===== src/design/wcp_pkg.sv =====
// Package with shared widths, payload types and helpers of the waveform centroid unit.
package wcp_pkg;

  localparam int MAX_SAMPLES = 256;

  // Sample index saturates at MAX_SAMPLES, so it needs room for that value.
  localparam int IDX_W = $clog2(MAX_SAMPLES + 1);

  localparam longint unsigned SUM_MAX = 64'(255) * 64'(MAX_SAMPLES);
  localparam longint unsigned MOM_MAX =
      64'(255) * 64'(MAX_SAMPLES) * 64'(MAX_SAMPLES - 1) / 64'd2;

  localparam int SUM_W = $clog2(SUM_MAX + 1) + 1;
  localparam int MOM_W = $clog2(MOM_MAX + 1) + 1;

  localparam int Q8_SHIFT = 8;
  // Unsigned magnitude of moment * 256.
  localparam int MAG_W = MOM_W + Q8_SHIFT;
  // Wide enough to compare against the 32-bit saturation limits.
  localparam int QW = (MAG_W > 33) ? MAG_W : 33;
  localparam int CNT_W = $clog2(MAG_W + 1);

  localparam int FIFO_DEPTH = 2;
  localparam int PTR_W = $clog2(FIFO_DEPTH);
  localparam int FCNT_W = $clog2(FIFO_DEPTH + 1);

  localparam logic [7:0] BYTE_MASK = 8'hff;

  typedef struct packed {
    logic [7:0] raw_sample;
    logic [7:0] bias_raw;
    logic       last_sample;
  } sample_t;

  typedef struct packed {
    logic signed [31:0] centroid_q8;
    logic [7:0]         peak_value;
    logic               zero_sum;
  } result_t;

  // One finished waveform handed from the front to the divider.
  typedef struct packed {
    logic signed [MOM_W-1:0] moment;
    logic signed [SUM_W-1:0] sum;
    logic [7:0]              peak;
  } job_t;

  typedef struct packed {
    logic full;
    logic empty;
  } fifo_status_t;

  // Conditioned sample: inverted raw minus inverted bias, -255..255.
  function automatic logic signed [8:0] condition(input logic [7:0] raw,
                                                  input logic [7:0] bias);
    logic signed [8:0] a;
    logic signed [8:0] b;
    a = $signed({1'b0, ~raw & BYTE_MASK});
    b = $signed({1'b0, ~bias & BYTE_MASK});
    return a - b;
  endfunction

endpackage


===== src/design/waveform_centroid_peak_unit.sv =====
// Top level: sample accumulator, job queue and serial centroid divider.
// Throughput: one sample per cycle; the front stalls only when both queue slots are full.
// Result path: the job passes through the queue, then the one-bit-per-cycle divider (ST_DIV),
// saturation (ST_SAT) and the result register (ST_DONE); a zero-sum waveform skips to ST_DONE.
// Waveforms shorter than the divider time fill the two-entry queue and then see full.
// Reset is asynchronous, active low: accumulators, queue pointers and divider state clear at once.
module waveform_centroid_peak_unit (
  input  logic             clk_i,
  input  logic             rst_ni,
  input  logic             push,
  output logic             full,
  input  wcp_pkg::sample_t in_i,
  output logic             empty,
  input  logic             pop,
  output wcp_pkg::result_t result_o
);
  import wcp_pkg::*;

  job_t         front_job;
  logic         front_push;
  job_t         queue_job;
  logic         back_pop;
  fifo_status_t queue_status;

  wcp_front u_front (
    .clk_i      (clk_i),
    .rst_ni     (rst_ni),
    .push_i     (push),
    .full_o     (full),
    .in_i       (in_i),
    .job_full_i (queue_status.full),
    .job_push_o (front_push),
    .job_o      (front_job)
  );

  wcp_fifo u_fifo (
    .clk_i    (clk_i),
    .rst_ni   (rst_ni),
    .push_i   (front_push),
    .data_i   (front_job),
    .pop_i    (back_pop),
    .data_o   (queue_job),
    .status_o (queue_status)
  );

  wcp_back u_back (
    .clk_i        (clk_i),
    .rst_ni       (rst_ni),
    .job_status_i (queue_status),
    .job_i        (queue_job),
    .job_pop_o    (back_pop),
    .empty_o      (empty),
    .pop_i        (pop),
    .result_o     (result_o)
  );

  // A zero-sum waveform always reports a zero centroid.
  a_zero_sum: assert property (@(posedge clk_i) disable iff (!rst_ni)
    (!empty && result_o.zero_sum) |-> (result_o.centroid_q8 == 32'sd0))
    else $error("zero_sum result with nonzero centroid");

  // The queue only fills up right after the last beat of a waveform.
  a_full_cause: assert property (@(posedge clk_i) disable iff (!rst_ni)
    $rose(full) |-> $past(push && in_i.last_sample))
    else $error("queue became full without a last-sample beat");

endmodule


===== src/design/wcp_front.sv =====
// Front end: conditions samples and accumulates sum, first moment and peak per waveform.
module wcp_front (
  input  logic              clk_i,
  input  logic              rst_ni,
  input  logic              push_i,
  output logic              full_o,
  input  wcp_pkg::sample_t  in_i,
  input  logic              job_full_i,
  output logic              job_push_o,
  output wcp_pkg::job_t     job_o
);
  import wcp_pkg::*;

  logic signed [SUM_W-1:0] sum_q, sum_d;
  logic signed [MOM_W-1:0] mom_q, mom_d;
  logic [7:0]              peak_q, peak_d;
  logic [IDX_W-1:0]        idx_q, idx_d;

  logic signed [8:0]        v;
  logic signed [IDX_W+9:0]  prod;
  logic                     in_range;
  logic                     accept;
  logic signed [SUM_W-1:0]  sum_n;
  logic signed [MOM_W-1:0]  mom_n;
  logic [7:0]               peak_n;
  logic [IDX_W-1:0]         idx_n;

  assign full_o = job_full_i;
  assign accept = push_i && !job_full_i;

  always_comb begin
    v        = condition(in_i.raw_sample, in_i.bias_raw);
    prod     = v * $signed({1'b0, idx_q});
    in_range = idx_q < IDX_W'(MAX_SAMPLES);
    sum_n    = sum_q;
    mom_n    = mom_q;
    peak_n   = peak_q;
    idx_n    = idx_q;
    if (in_range) begin
      sum_n = sum_q + SUM_W'(v);
      mom_n = mom_q + MOM_W'(prod);
      if (v >= $signed({1'b0, peak_q})) begin
        peak_n = v[7:0];
      end
      idx_n = idx_q + IDX_W'(1);
    end
  end

  always_comb begin
    sum_d  = sum_q;
    mom_d  = mom_q;
    peak_d = peak_q;
    idx_d  = idx_q;
    if (accept) begin
      if (in_i.last_sample) begin
        sum_d  = '0;
        mom_d  = '0;
        peak_d = '0;
        idx_d  = '0;
      end else begin
        sum_d  = sum_n;
        mom_d  = mom_n;
        peak_d = peak_n;
        idx_d  = idx_n;
      end
    end
  end

  assign job_push_o   = accept && in_i.last_sample;
  assign job_o.moment = mom_n;
  assign job_o.sum    = sum_n;
  assign job_o.peak   = peak_n;

  always_ff @(posedge clk_i or negedge rst_ni) begin
    if (!rst_ni) begin
      sum_q  <= '0;
      mom_q  <= '0;
      peak_q <= '0;
      idx_q  <= '0;
    end else begin
      sum_q  <= sum_d;
      mom_q  <= mom_d;
      peak_q <= peak_d;
      idx_q  <= idx_d;
    end
  end

endmodule


===== src/design/wcp_fifo.sv =====
// Short job queue between the accumulating front and the dividing back end.
module wcp_fifo (
  input  logic                  clk_i,
  input  logic                  rst_ni,
  input  logic                  push_i,
  input  wcp_pkg::job_t         data_i,
  input  logic                  pop_i,
  output wcp_pkg::job_t         data_o,
  output wcp_pkg::fifo_status_t status_o
);
  import wcp_pkg::*;

  job_t              mem_q [FIFO_DEPTH];
  logic [PTR_W-1:0]  wr_q, wr_d;
  logic [PTR_W-1:0]  rd_q, rd_d;
  logic [FCNT_W-1:0] cnt_q, cnt_d;
  logic              do_push;
  logic              do_pop;

  assign status_o.full  = cnt_q == FCNT_W'(FIFO_DEPTH);
  assign status_o.empty = cnt_q == '0;
  assign do_push = push_i && !status_o.full;
  assign do_pop  = pop_i && !status_o.empty;
  assign data_o  = mem_q[rd_q];

  always_comb begin
    wr_d  = wr_q;
    rd_d  = rd_q;
    cnt_d = cnt_q;
    if (do_push) begin
      wr_d = (wr_q == PTR_W'(FIFO_DEPTH - 1)) ? '0 : wr_q + PTR_W'(1);
    end
    if (do_pop) begin
      rd_d = (rd_q == PTR_W'(FIFO_DEPTH - 1)) ? '0 : rd_q + PTR_W'(1);
    end
    if (do_push && !do_pop) begin
      cnt_d = cnt_q + FCNT_W'(1);
    end else if (do_pop && !do_push) begin
      cnt_d = cnt_q - FCNT_W'(1);
    end
  end

  always_ff @(posedge clk_i) begin
    if (do_push) begin
      mem_q[wr_q] <= data_i;
    end
  end

  always_ff @(posedge clk_i or negedge rst_ni) begin
    if (!rst_ni) begin
      wr_q  <= '0;
      rd_q  <= '0;
      cnt_q <= '0;
    end else begin
      wr_q  <= wr_d;
      rd_q  <= rd_d;
      cnt_q <= cnt_d;
    end
  end

endmodule


===== src/design/wcp_back.sv =====
// Back end: serial divider for moment*256/sum, saturation and the result register.
module wcp_back (
  input  logic                  clk_i,
  input  logic                  rst_ni,
  input  wcp_pkg::fifo_status_t job_status_i,
  input  wcp_pkg::job_t         job_i,
  output logic                  job_pop_o,
  output logic                  empty_o,
  input  logic                  pop_i,
  output wcp_pkg::result_t      result_o
);
  import wcp_pkg::*;

  localparam logic [1:0] ST_IDLE = 2'd0;
  localparam logic [1:0] ST_DIV  = 2'd1;
  localparam logic [1:0] ST_SAT  = 2'd2;
  localparam logic [1:0] ST_DONE = 2'd3;

  logic [1:0]       state_q, state_d;
  logic [CNT_W-1:0] cnt_q, cnt_d;
  logic [MAG_W-1:0] quo_q, quo_d;
  logic [SUM_W-1:0] rem_q, rem_d;
  logic [SUM_W-1:0] div_q, div_d;
  logic             neg_q, neg_d;
  result_t          res_q, res_d;

  logic [MOM_W-1:0] mom_mag;
  logic [SUM_W-1:0] sum_mag;
  logic [SUM_W:0]   rem_sh;
  logic             ge;
  logic [QW-1:0]    qext;
  logic [31:0]      qlow;

  assign empty_o   = state_q != ST_DONE;
  assign result_o  = res_q;
  assign job_pop_o = (state_q == ST_IDLE) && !job_status_i.empty;

  always_comb begin
    mom_mag = job_i.moment[MOM_W-1] ? MOM_W'(-job_i.moment) : MOM_W'(job_i.moment);
    sum_mag = job_i.sum[SUM_W-1] ? SUM_W'(-job_i.sum) : SUM_W'(job_i.sum);
    rem_sh  = {rem_q, quo_q[MAG_W-1]};
    ge      = rem_sh >= {1'b0, div_q};
    qext    = QW'(quo_q);
    qlow    = qext[31:0];
  end

  always_comb begin
    state_d = state_q;
    cnt_d   = cnt_q;
    quo_d   = quo_q;
    rem_d   = rem_q;
    div_d   = div_q;
    neg_d   = neg_q;
    res_d   = res_q;
    case (state_q)
      ST_IDLE: begin
        if (!job_status_i.empty) begin
          res_d.peak_value = job_i.peak;
          res_d.zero_sum   = job_i.sum == '0;
          quo_d = {mom_mag, {Q8_SHIFT{1'b0}}};
          rem_d = '0;
          div_d = sum_mag;
          neg_d = job_i.moment[MOM_W-1] ^ job_i.sum[SUM_W-1];
          cnt_d = CNT_W'(MAG_W);
          if (job_i.sum == '0) begin
            res_d.centroid_q8 = '0;
            state_d = ST_DONE;
          end else begin
            state_d = ST_DIV;
          end
        end
      end
      ST_DIV: begin
        // restoring step: one quotient bit per cycle, MSB first
        rem_d = ge ? SUM_W'(rem_sh - {1'b0, div_q}) : rem_sh[SUM_W-1:0];
        quo_d = {quo_q[MAG_W-2:0], ge};
        cnt_d = cnt_q - CNT_W'(1);
        if (cnt_q == CNT_W'(1)) begin
          state_d = ST_SAT;
        end
      end
      ST_SAT: begin
        if (neg_q) begin
          if (qext > QW'(33'h0_8000_0000)) begin
            res_d.centroid_q8 = 32'sh8000_0000;
          end else begin
            res_d.centroid_q8 = $signed(-qlow);
          end
        end else begin
          if (qext > QW'(33'h0_7fff_ffff)) begin
            res_d.centroid_q8 = 32'sh7fff_ffff;
          end else begin
            res_d.centroid_q8 = $signed(qlow);
          end
        end
        state_d = ST_DONE;
      end
      ST_DONE: begin
        if (pop_i) begin
          state_d = ST_IDLE;
        end
      end
      default: begin
        state_d = ST_IDLE;
      end
    endcase
  end

  always_ff @(posedge clk_i) begin
    quo_q <= quo_d;
    rem_q <= rem_d;
    div_q <= div_d;
    neg_q <= neg_d;
    res_q <= res_d;
  end

  always_ff @(posedge clk_i or negedge rst_ni) begin
    if (!rst_ni) begin
      state_q <= ST_IDLE;
      cnt_q   <= '0;
    end else begin
      state_q <= state_d;
      cnt_q   <= cnt_d;
    end
  end

endmodule

===== config.mk =====
export PLATFORM = sky130hd
export DESIGN_NAME = waveform_centroid_peak_unit
export DESIGN_NICKNAME = d
export VERILOG_FILES = /design/src/design/wcp_pkg.sv /design/src/design/waveform_centroid_peak_unit.sv /design/src/design/wcp_front.sv /design/src/design/wcp_fifo.sv /design/src/design/wcp_back.sv
export SDC_FILE = /design/constraint.sdc
export NUM_CORES = 1
export LEC_CHECK = 0
export BUFFER_PORTS_ARGS = -buffer_cell sky130_fd_sc_hd__buf_2
export CAP_MARGIN = 20
export CORE_UTILIZATION = 40
export CTS_CLUSTER_DIAMETER = 50
export DETAILED_ROUTE_END_ITERATION = 6
export SLEW_MARGIN = 20
export SYNTH_ARGS = -nofsm -noshare
export SYNTH_HDL_FRONTEND = slang
export SYNTH_SLANG_ARGS = --single-unit

===== constraint.sdc =====
create_clock -name clk_i -period 16.2 [get_ports clk_i]
set_input_delay 1.62 -clock clk_i [delete_from_list [all_inputs] [get_ports clk_i]]
set_output_delay 1.62 -clock clk_i [all_outputs]
set_load 0.03 [all_outputs]

## Word-level counts from Yosys, hierarchy flattened

Memories as Yosys holds them, arrays and structs flattened.
Cells that the tools add are included.

| operators by class | value |
|---|---|
| $add $sub $neg | 13 |
| multiply operators | 1 |
| order comparisons | 5 |
| equality and inequality tests | 10 |
| multiplexer cells | 35 |
| bitwise operators | 4 |
| reduce and logical (&&, ||, !) cells | 23 |

Operators with widths:

| kind | count |
|---|---|
| $mux W32 | 5 |
| $pmux W32 S2 | 2 |
| $mux W24 | 3 |
| $mux W17 | 4 |
| $mux W41 | 1 |
| $pmux W17 S2 | 1 |
| $gt A32 B31 Y1 const B | 1 |
| $gt A32 B32 Y1 const B | 1 |
| $neg A32 Y32 | 1 |
| $add A24 B19 Y24 | 1 |
| $mux W8 | 3 |
| $neg A24 Y24 | 1 |
| $mul A9 B10 Y19 | 1 |
| $ge A18 B17 Y1 | 1 |
| $mux W9 | 2 |
| $add A17 B9 Y17 | 1 |
| $logic_not A17 Y1 | 1 |
| $neg A17 Y17 | 1 |
| $sub A17 B17 Y17 | 1 |
| $mux W16 | 1 |
| $not A8 Y8 | 2 |
| $mux W2 | 6 |
| $pmux W6 S2 | 1 |
| $add A9 B1 Y9 const B | 1 |
| other kinds (23) | 48 |

| storage, ports and cells | value |
|---|---|
| bits in registers | 178 |
| memory bits (writable) | 98 |
| input port bits | 21 |
| output and inout bits | 43 |
| word-level logic and storage cells | 109 |
| memories | 1 |

Memory list:

| memory | words | width | read ports | clocked after memory_dff | write ports | line | source |
|---|---|---|---|---|---|---|---|
| u_fifo.mem_q | 2 | 49 | 1 | 0 | 1 | wcp_fifo.sv:13 | `job_t mem_q [FIFO_DEPTH];` |

## Longest topological paths before layout

| logic depth | value |
|---|---|
| depth after elaboration | 9 |
| depth in mapped cells | 30 |
| depth with buffers taken out | 28 |

## Hierarchy

A second synthesis with hierarchy kept.

| second synthesis, totals | value |
|---|---|
| cells, all modules | 1854 |
| area, all modules | 19053.3 um^2 |

Modules (own cells, without submodules):

| module | instances | cells an instance | area each (um^2) | seq. area each (um^2) |
|---|---|---|---|---|
| wcp_front | 1 | 1002 | 8196.6 | 1451.4 |
| wcp_back | 1 | 680 | 6870.3 | 3443.3 |
| wcp_fifo | 1 | 172 | 3986.3 | 3042.9 |

## Worst setup path before layout

Ideal clock, no wire load.

| timing | value |
|---|---|
| path kind | input to register |
| from | input port in_i[1] in the netlist's numbering |
| to | memory u_fifo.mem_q[0][46] in the netlist's numbering (data pin) |
| library setup time | 274 ps |
| data arrival time | 7813 ps |
| data required time | 15926 ps |
| slack | 8113 ps |
| stages on the path | 27 |
| path buffers | 1 |
| cells stage by stage | inv_1 ha_1 inv_1 fa_1 a21o_1 a21oi_1 o21bai_1 o22a_1 clkbuf_1 or2_2 fa_1 fa_1 inv_1 fa_1 fa_1 inv_1 fa_1 inv_1 ha_1 o211a_1 a211oi_1 a21oi_1 a21oi_1 or4_1 nand2_1 xnor2_1 o21ai_0 |

RTL lines:

| what | line | source |
|---|---|---|
| start, declared | waveform_centroid_peak_unit.sv:12 | `input wcp_pkg::sample_t in_i,` |
| end, declared | wcp_fifo.sv:13 |  |

==> impl_results.md <==
- Outcome: finished clean
- Cells after synthesis: between 1,500 and 2,000
- Routed Antenna Nets: 0
- Largest net degree at the start of global routing: 85
- CTS tree: done
- Overall power: ~3.1 mW
- Worst hold start: u_front.peak_q[1]
- Seq/Total Area, Yosys: between 40% and 50%
- WHS Path Cells: 1
- Routability-driven placement congestion ratio: roughly 0.87
- Initial Util: roughly two fifths
- Filler-free cell count of the finished design: 2,532
- Final Slew Violations: 0
- Synth async-reset ratio: 25.4%
- Post-DR vias/cell: 5.30
- Final hold slack: 0.513 ns
- Top cells by area, synth: edfxtp_1, dfrtp_1, ha_1, fa_1, nand2_1
- Post-synth EDFFs: 206
- Setup TNS: 0 ns
- I/O Buffers: 63
- Global route overflow: 0
- Layout cells sized above 1: 10.6%
- Worst Hold Class: reg2reg
- Distinct cells, synth: 74
- R2r setup slk: around 10 ns
- Total track usage: 17.8%
- Combinational fraction of design power: roughly 38%
- Clock skew: approximately 0.027 ns
- Critical Path RT: 16.48 ns
- Crit path capture type: flip-flop
- Hold endpoint: u_front.peak_q[1]
- Synth Area per Inst: 10.2 µm²
- Core Region: 0.0466 mm²
- DP Cell Count: 2,462
- Syn nets: around 2,100
- Max frequency: 121 MHz
- Pwr Density: 147 mW/mm²
- Top_reg_cell synth: edfxtp_1
- Synth Cell Area: 0.0188 mm²
- Drt pass-1 iters: 5
- CTS Sinks: 276
- Antenna violations before repair: 0
- Fin nets: 2,122
- YS warnings: 0
- Min Clock Period, post-route: around 8.3 ns
- Post-CTS Hold Buffers: 0
- CTS buffer count: 38
- Final setup margin: 7.93 ns
- # diodes: 0
- Die area: 0.0480 mm²
- Clock Pin Slew Worst Setup and Hold Paths: roughly 0.06 ns
- Pre-CTS WS: 7.48 ns
- Final setup violation count: 0
- Reg-to-reg critical path startpoint: u_front.idx_q[8]
- Max IR drop VDD: ~89 µV
- #FFs+latches synth: 276
- Final HPWL DP: 29,900 µm
- Die Y: 219 µm
- # Post-CTS Setup Buffers: 0
- NetSw: 1.13 mW
- Worst relative slew slack: 31.1%
- Routed WL per cell: around 16 µm
- P_int: slightly below 2 mW
- CTS H-tree depth: 2
- Filler cells: 4,335
- Die width: 219 µm
- DRC Markers: 0
- Synth top area share: 32.8%
- Area delta synth->final: 12.1%
- Ports: 64
- R2R depth: 19
- Max cap viols: 0
- First-pass GRT wire length: 68,600 µm
- Clock power share: 27.9%
- Post-CTS sizing: 0
- Hold Vio Cnt, Final: 0
- Leak pwr: 8.69 nW
- First DRT Iteration DRCs: 954
- Sequential share of power: 34.2%
- Vias in the first global route: 13,356
- Clk buf depth: 3
- WL final: 41,400 µm
- Crit Path Class: in2reg
- FP Rows: 79
- Routed vias: 13,418
- Crit Path Max Fanout: 11
- Worst-Margin Slew: around 1.0 ns
- RR Endpoint: u_fifo.mem_q[0][48]
- Data arrival, critical path: 8.54 ns
- Worst-Skew Late Latency: 0.55 ns
- Sw frac: 36.6%
- CTS root buf: clkbuf_16
- RSZ-0062 raised after global routing: no
- Fin crit share: 51.0%
- Cell taking the most area after synthesis: edfxtp_1
- Startpoint class of the critical path: primary input
==> cell usage after synthesis (32+ instances only) <==
cell type	n
o21ai_0	153
mux2i_1	42
clkbuf_1	68
fa_1	68
ha_1	137
nor3_1	32
xor2_1	51
and2_1	45
xnor2_1	49
a21oi_1	75
nor2_1	118
dfrtp_1	70
edfxtp_1	206
nand2_1	209
inv_1	172
==> power by group through the flow <==
| stage | Combinational, mW | Clock [mW] | Sequential, mW |
|---|---|---|---|
| detailed placement | 1.17 | 0 | 1.07 |
| floorplan | 0.883 | 0 | 1.04 |
| global route | 1.33 | 0.916 | 1.07 |
| CTS | 1.18 | 0.886 | 1.06 |
| finish | 1.17 | 0.866 | 1.06 |
| global placement | 1.14 | 0 | 1.07 |
==> per-layer routing <==
layer	share of wire [%]	global-route usage, %	vias up
met1	48	24.7	6474
met3	4.3	2.92	53
li1	-	-	6644
met5	0	0	-
met4	1.8	4.44	0
met2	46	28.8	247
==> stage by stage <==
step	util, %	instance area, µm²
after floorplan	-	18800
after global placement	42.5	19800
after detailed placement	42.5	19800
after CTS	45.3	21100
after global routing	45.4	21100
final	45.4	21100
==> logic make-up after synthesis <==
logic type | Yosys count | share of synthesized area, %
and+or+nand+nor | 528 | 13.5
AOI/OAI and AO/OA | 427 | 14.8
DFF | 276 | 42.1
buffers and inverters | 259 | 5.28
adders and majority gates | 205 | 16.3
xor gates and xnor gates | 100 | 4.65
muxes | 61 | 3.37
==> worst max path at each step <==
stage	cells after the start	end	startpoint	slack, ns
after global placement	27	u_fifo.mem_q[0][48]	in_i[1]	7.58
final	27	u_fifo.mem_q[0][48]	in_i[1]	7.93
after CTS	27	u_fifo.mem_q[0][48]	in_i[1]	8.05
after global routing	27	u_fifo.mem_q[1][48]	in_i[1]	7.58
after floorplan	27	u_fifo.mem_q[0][46]	in_i[1]	8.11
after detailed placement	27	u_fifo.mem_q[0][48]	in_i[1]	7.48
==> critical path: stages <==
cell and delay (ns):
buf_2 0.10, inv_1 0.07, ha_1 0.15, inv_1 0.05, fa_1 0.40, a21o_1 0.18
a21oi_1 0.22, o21bai_1 0.12, o22a_1 0.35, or2_2 0.36, fa_1 0.51, fa_1 0.55
inv_1 0.05, fa_1 0.50, fa_1 0.54, inv_1 0.05, fa_1 0.52, inv_1 0.04
ha_1 0.36, o211a_1 0.16, a211oi_1 0.23, a21oi_1 0.15, a21boi_0 0.46, o31ai_1 0.17
xnor2_1 0.36, nor2_1 0.09, xor2_1 0.18
==> sequential cells by signal, summed over array words and instances, names as in the netlist <==
signal / flops
u_back.cnt_q: 6
u_back.neg_q: 1
u_back.state_q: 2
u_fifo.mem_q: 98
u_front.peak_q: 8
u_front.mom_q: 24
u_back.div_q: 17
u_front.idx_q: 9
u_front.sum_q: 17
u_back.result_o: 41
u_back.rem_q: 17
u_fifo.cnt_q: 2
u_fifo.rd_q: 1
u_fifo.wr_q: 1
u_back.qlow: 32
==> placed cells by master (no fill, tap or decap), types with 22 or more instances in the layout <==
master | Yosys | final
nand2_1 | 209 | 209
edfxtp_1 | 206 | 206
inv_1 | 172 | 171
o21ai_0 | 153 | 152
ha_1 | 137 | 136
nor2_1 | 118 | 116
a21oi_1 | 75 | 75
fa_1 | 68 | 68
dfrtp_1 | 70 | 68
buf_2 | 9 | 62
xor2_1 | 51 | 51
xnor2_1 | 49 | 49
and2_1 | 45 | 45
mux2i_1 | 42 | 42
clkbuf_16 | 0 | 40
nor3_1 | 32 | 32
a21o_1 | 30 | 30
nand2b_1 | 22 | 22
==> layout make-up <==
| cell class | count | area (µm²) | area share, % |
|---|---|---|---|
| flip-flops and latches | 276 | 7940 | 37.6 |
| clock buffers | 51 | 1080 | 5.12 |
| well taps | 607 | 759 | 3.59 |
| multi-input cells | 1321 | 9960 | 47.1 |
| repair buffers | 84 | 490 | 2.32 |
| clock inverters | 18 | 238 | 1.13 |
| inverters | 175 | 658 | 3.11 |
Power figures use the tool's default switching activity.
